[config.mk]
export PLATFORM = sky130hd
export DESIGN_NAME = lprl_best
export DESIGN_NICKNAME = d
export VERILOG_FILES = /design/src/lprl_pkg.sv /design/src/lprl_best.sv
export SDC_FILE = /design/constraint.sdc
export NUM_CORES = 1
export LEC_CHECK = 0
export ABC_AREA = 1
export BUFFER_PORTS_ARGS = -buffer_cell sky130_fd_sc_hd__buf_2
export CAP_MARGIN = 20
export CORE_ASPECT_RATIO = 1.5
export CORE_MARGIN = 3
export CORE_UTILIZATION = 48
export CTS_CLUSTER_SIZE = 28
export DETAILED_ROUTE_END_ITERATION = 6
export PLACE_DENSITY = 0.81
export SLEW_MARGIN = 5
export SYNTH_ARGS = -nofsm -noshare
export SYNTH_HDL_FRONTEND = slang
export SYNTH_SLANG_ARGS = --single-unit
[constraint.sdc]
create_clock -name clk -period 5.4 [get_ports clk]
set_input_delay 0.54 -clock clk [delete_from_list [all_inputs] [get_ports clk]]
set_output_delay 0.54 -clock clk [all_outputs]
set_load 0.1 [all_outputs]
[src/lprl_pkg.sv]
// ----------------------------------------------------------------------------
// lprl_pkg
// Types and field widths shared by the route lookup block.
// ----------------------------------------------------------------------------
`default_nettype none

package lprl_pkg;

  localparam int unsigned IDX_W  = 10;  // entry_index / match_index
  localparam int unsigned ADDR_W = 32;  // prefixes, masks, addresses
  localparam int unsigned PORT_W = 8;   // output interface number
  localparam int unsigned CNT_W  = 11;  // route_count register

  localparam logic MODE_WRITE  = 1'b0;
  localparam logic MODE_LOOKUP = 1'b1;

  typedef struct packed {
    logic [ADDR_W-1:0] prefix;
    logic [ADDR_W-1:0] mask;
    logic [PORT_W-1:0] port;
  } entry_t;

  // sequencer -> compare unit
  typedef struct packed {
    logic clear;  // start of a lookup
    logic valid;  // table read data is present this cycle
  } cmp_ctrl_t;

endpackage

`default_nettype wire

[src/lprl_best.sv]
// ----------------------------------------------------------------------------
// lprl_best
// Shared match/compare unit: checks one entry per cycle, while ctrl.valid
// is high, against the destination and keeps the best match seen so far.
// ----------------------------------------------------------------------------
`default_nettype none

module lprl_best
  import lprl_pkg::*;
#(
  parameter int unsigned AW = 10
) (
  input  wire logic              clk,
  input  wire logic              rst,
  input  wire cmp_ctrl_t         ctrl,
  input  wire logic [ADDR_W-1:0] dest,
  input  wire entry_t            entry,
  input  wire logic [AW-1:0]     entry_idx,
  output logic                   hit,
  output logic [PORT_W-1:0]      best_port,
  output logic [AW-1:0]          best_idx
);

  logic [ADDR_W-1:0] best_mask;
  logic              match;
  logic              better;

  assign match  = (dest & entry.mask) == entry.prefix;
  // strict greater keeps the lowest index on equal masks
  assign better = match && (!hit || (entry.mask > best_mask));

  always_ff @(posedge clk) begin
    if (rst || ctrl.clear) begin
      hit <= 1'b0;
    end else if (ctrl.valid && better) begin
      hit <= 1'b1;
    end
  end

  always_ff @(posedge clk) begin
    if (ctrl.valid && better) begin
      best_mask <= entry.mask;
      best_port <= entry.port;
      best_idx  <= entry_idx;
    end
  end

endmodule

`default_nettype wire

==> flow_summary.toml <==
[cts]
cts_htree_levels = 2
holdBufCountCts = 0
cts_tree = "yes"
cts_buffers = 5
numClockSinks = 51
cts.repair.resized = 0
cts-root-buf = "clkbuf_8"
clk_path_buf_depth = 2
path_clk_slew_ns = 0.09
insertion_delay_ns = 0.30
post_cts_buffers = 0

[power]
ir_worst_vdd_mv = 0.145
p_leak_nw = 2.01
powerDensity_mw_per_mm2 = 205

[placed_design]
portBuffers = 136
gp_congestion = 1.01
dp_hpwl_mm = 7.05
post-place-ws_ns = 2.17

[floorplan]
core_sq_mm = 0.00626
die-area_sq_mm = 0.00761
fp.dieW_microns = 72.3
boundaryPins = 137
start_util_pct = 50.5
num_rows = 35
die_y_microns = 105

[final_layout]
fillerInstances = 533
area.growth.synth_to_final_pct = 28.4
diodes = 0
fin_nets = 648
final_cell_mix = "buf_2 (136), nand2_1 (109), edfxtp_1 (50)"
final_common_cell = "buf_2"
layout-drive-gt1-share_pct = 32.9

[grt]
grt_pass1_vias = 2842
grt_max_degree = 33
grt_usage_pct = 21.9
grt.overflow.total = 0
grt_pass1_wl_mm = 13.0
antenna_found_initial = 0

[worst_setup_path]
worstPathMaxFanout = 32
start_kind = "flop"
startpoint = "best_mask[7]$_DFFE_PP_"
worstPathArrival_ns = 2.91
endpoint = "best_port[6]$_DFFE_PP_"
critPathKind = "flop to flop"
r2r_cells = 13
r2r_end = "best_port[6]$_DFFE_PP_"
required_ns = 5.39
cp-end-kind = "flop"
rr_startpoint = "best_mask[7]$_DFFE_PP_"
reg2reg_slack_ns = 2.48

[sta]
fin_crit_sh_pct = 54.1
rsz0062_at_grt = "no"
fin_crit_ns = 2.92
hold_viol = 0
setup_violations = 0
finClkSkew_ns = 0.00588
slew_headroom_pct = 30.0
fin_setup_tns_ns = 0
worst_slew_pin_slew_ns = 1.05
fin_ws_ns = 2.48
slew_violations = 0
fmax_ghz = 0.342

[routing]
vias = 2935
wl_per_cell_microns = 14.6
drtAntennaViolNets = 0
totalWireLength_mm = 8.32
dr.pass1.iters = 5
drt-initial-drc-count = 214
viasPerCell = 5.13
drc = 0

[yosys]
yosys_warnings = 0
synth_fp_nets = 504
syn_area_per_cell_sq_um = 8.93
ys_ff_latch = 51
synth.cell_area_sq_mm = 0.00316
ys_types = 22
seq_area_frac_synth_pct = 48.1
synth_cells = 354

[run_status]
outcome = "finished clean"

[hold_path]
hold_path_class = "input port to flop"

[run]
drv_cap = 0
==> cell type report <==
type,instances,area (sq um),share of cell area (%)
repair buffers,137,688,17.0
clock buffers,5,68.8,1.70
inverters,46,173,4.25
well taps,74,92.6,2.28
multi-input cells,257,1480,36.4
clock inverters,2,37.5,0.925
flip-flops and latches,51,1520,37.5
==> worst max-delay path, stage by stage, from the launching register on <==
cell      delay (ns)
edfxtp_1        0.34
inv_1           0.04
ha_1            0.28
nand2_1         0.07
nor2_1          0.18
nand2_1         0.08
nand2_1         0.08
nand2_1         0.05
nand2_1         0.05
nand2_1         0.04
nand2_1         0.06
nand2_1         0.07
a21oi_4         0.82
buf_4           0.41
==> how the worst min path moves through the flow <==
| stage | slack (ns) | from | cells after the start | end |
|---|---|---|---|---|
| floorplan | 0.64 | entry_idx[0] | 0 | best_idx[0]$_DFFE_PP_ |
| global placement | 0.53 | hit$_SDFFE_PP0P_ | 2 | hit$_SDFFE_PP0P_ |
| detailed placement | 0.54 | hit$_SDFFE_PP0P_ | 2 | hit$_SDFFE_PP0P_ |
| CTS | 0.40 | entry_idx[1] | 1 | best_idx[1]$_DFFE_PP_ |
| global route | 0.39 | entry_idx[1] | 1 | best_idx[1]$_DFFE_PP_ |
| finish | 0.41 | entry_idx[1] | 1 | best_idx[1]$_DFFE_PP_ |
==> cell usage after synthesis <==
cell type | n | area, sq um
nand2_1 | 109 | 409
edfxtp_1 | 50 | 1500
inv_1 | 46 | 173
ha_1 | 32 | 400
nor2_1 | 31 | 116
nand4_1 | 20 | 125
or2_2 | 16 | 100
a21oi_1 | 14 | 70.1
nand3_1 | 10 | 50.1
nand3b_1 | 5 | 37.5
xor2_1 | 5 | 43.8
xnor2_1 | 4 | 35.0
nor3_1 | 2 | 10.0
o21ai_0 | 2 | 10.0
a21o_1 | 1 | 7.51
a21oi_2 | 1 | 8.76
and2_1 | 1 | 6.26
dfxtp_1 | 1 | 20.0
nand2_2 | 1 | 6.26
nand2b_1 | 1 | 6.26
o21a_1 | 1 | 7.51
xor2_2 | 1 | 16.3
==> per-stage QoR <==
stage                     cell area [sq um]  cells  util, %  hold WS [ns]  power [W]
after floorplan                        3160    354        -         0.639   0.000504
after global placement                 3950    565     63.1         0.528   0.000573
after detailed placement               3950    565     63.1         0.541   0.000577
after CTS                              4060    572     64.8         0.404   0.000833
after global routing                   4060    572     64.8         0.394   0.000867
final                                  4060    572     64.8         0.411   0.000831
==> registers in the layout, summed over array words and instances (netlist names) <==
name,cells
best_port,8
best_mask,32
hit,1
best_idx,10
==> routing by layer <==
metal | part of all wire (%) | track usage [%]
met2 | 53 | 39.9
met5 | 0 | 0
met1 | 37 | 24.7
met4 | 3.6 | 9.27
met3 | 7.3 | 3.15
==> where the power goes <==
| group | switching, W | total (W) | internal, W | leakage, nW |
|---|---|---|---|---|
| registers | 0.000000000000229 | 0.000433 | 0.000433 | 0.457 |
| clock network | 0.000126 | 0.000262 | 0.000136 | 0.0502 |
| logic | 0.0000717 | 0.000135 | 0.0000634 | 1.51 |
| total | 0.000198 | 0.000831 | 0.000632 | 2.01 |
==> kinds of logic (layout without fill, tap and decap cells) <==
logic type      Yosys count  count (layout)  share of synthesized area (%)
xor+xnor                 10              10                           3.01
buf+inv                  46             190                           5.46
simple gates            196             196                           27.4
fa+ha+maj                32              32                           12.7
compound gates           19              19                           3.29
flops                    51              51                           48.1
(Power assumes the default switching activity.)
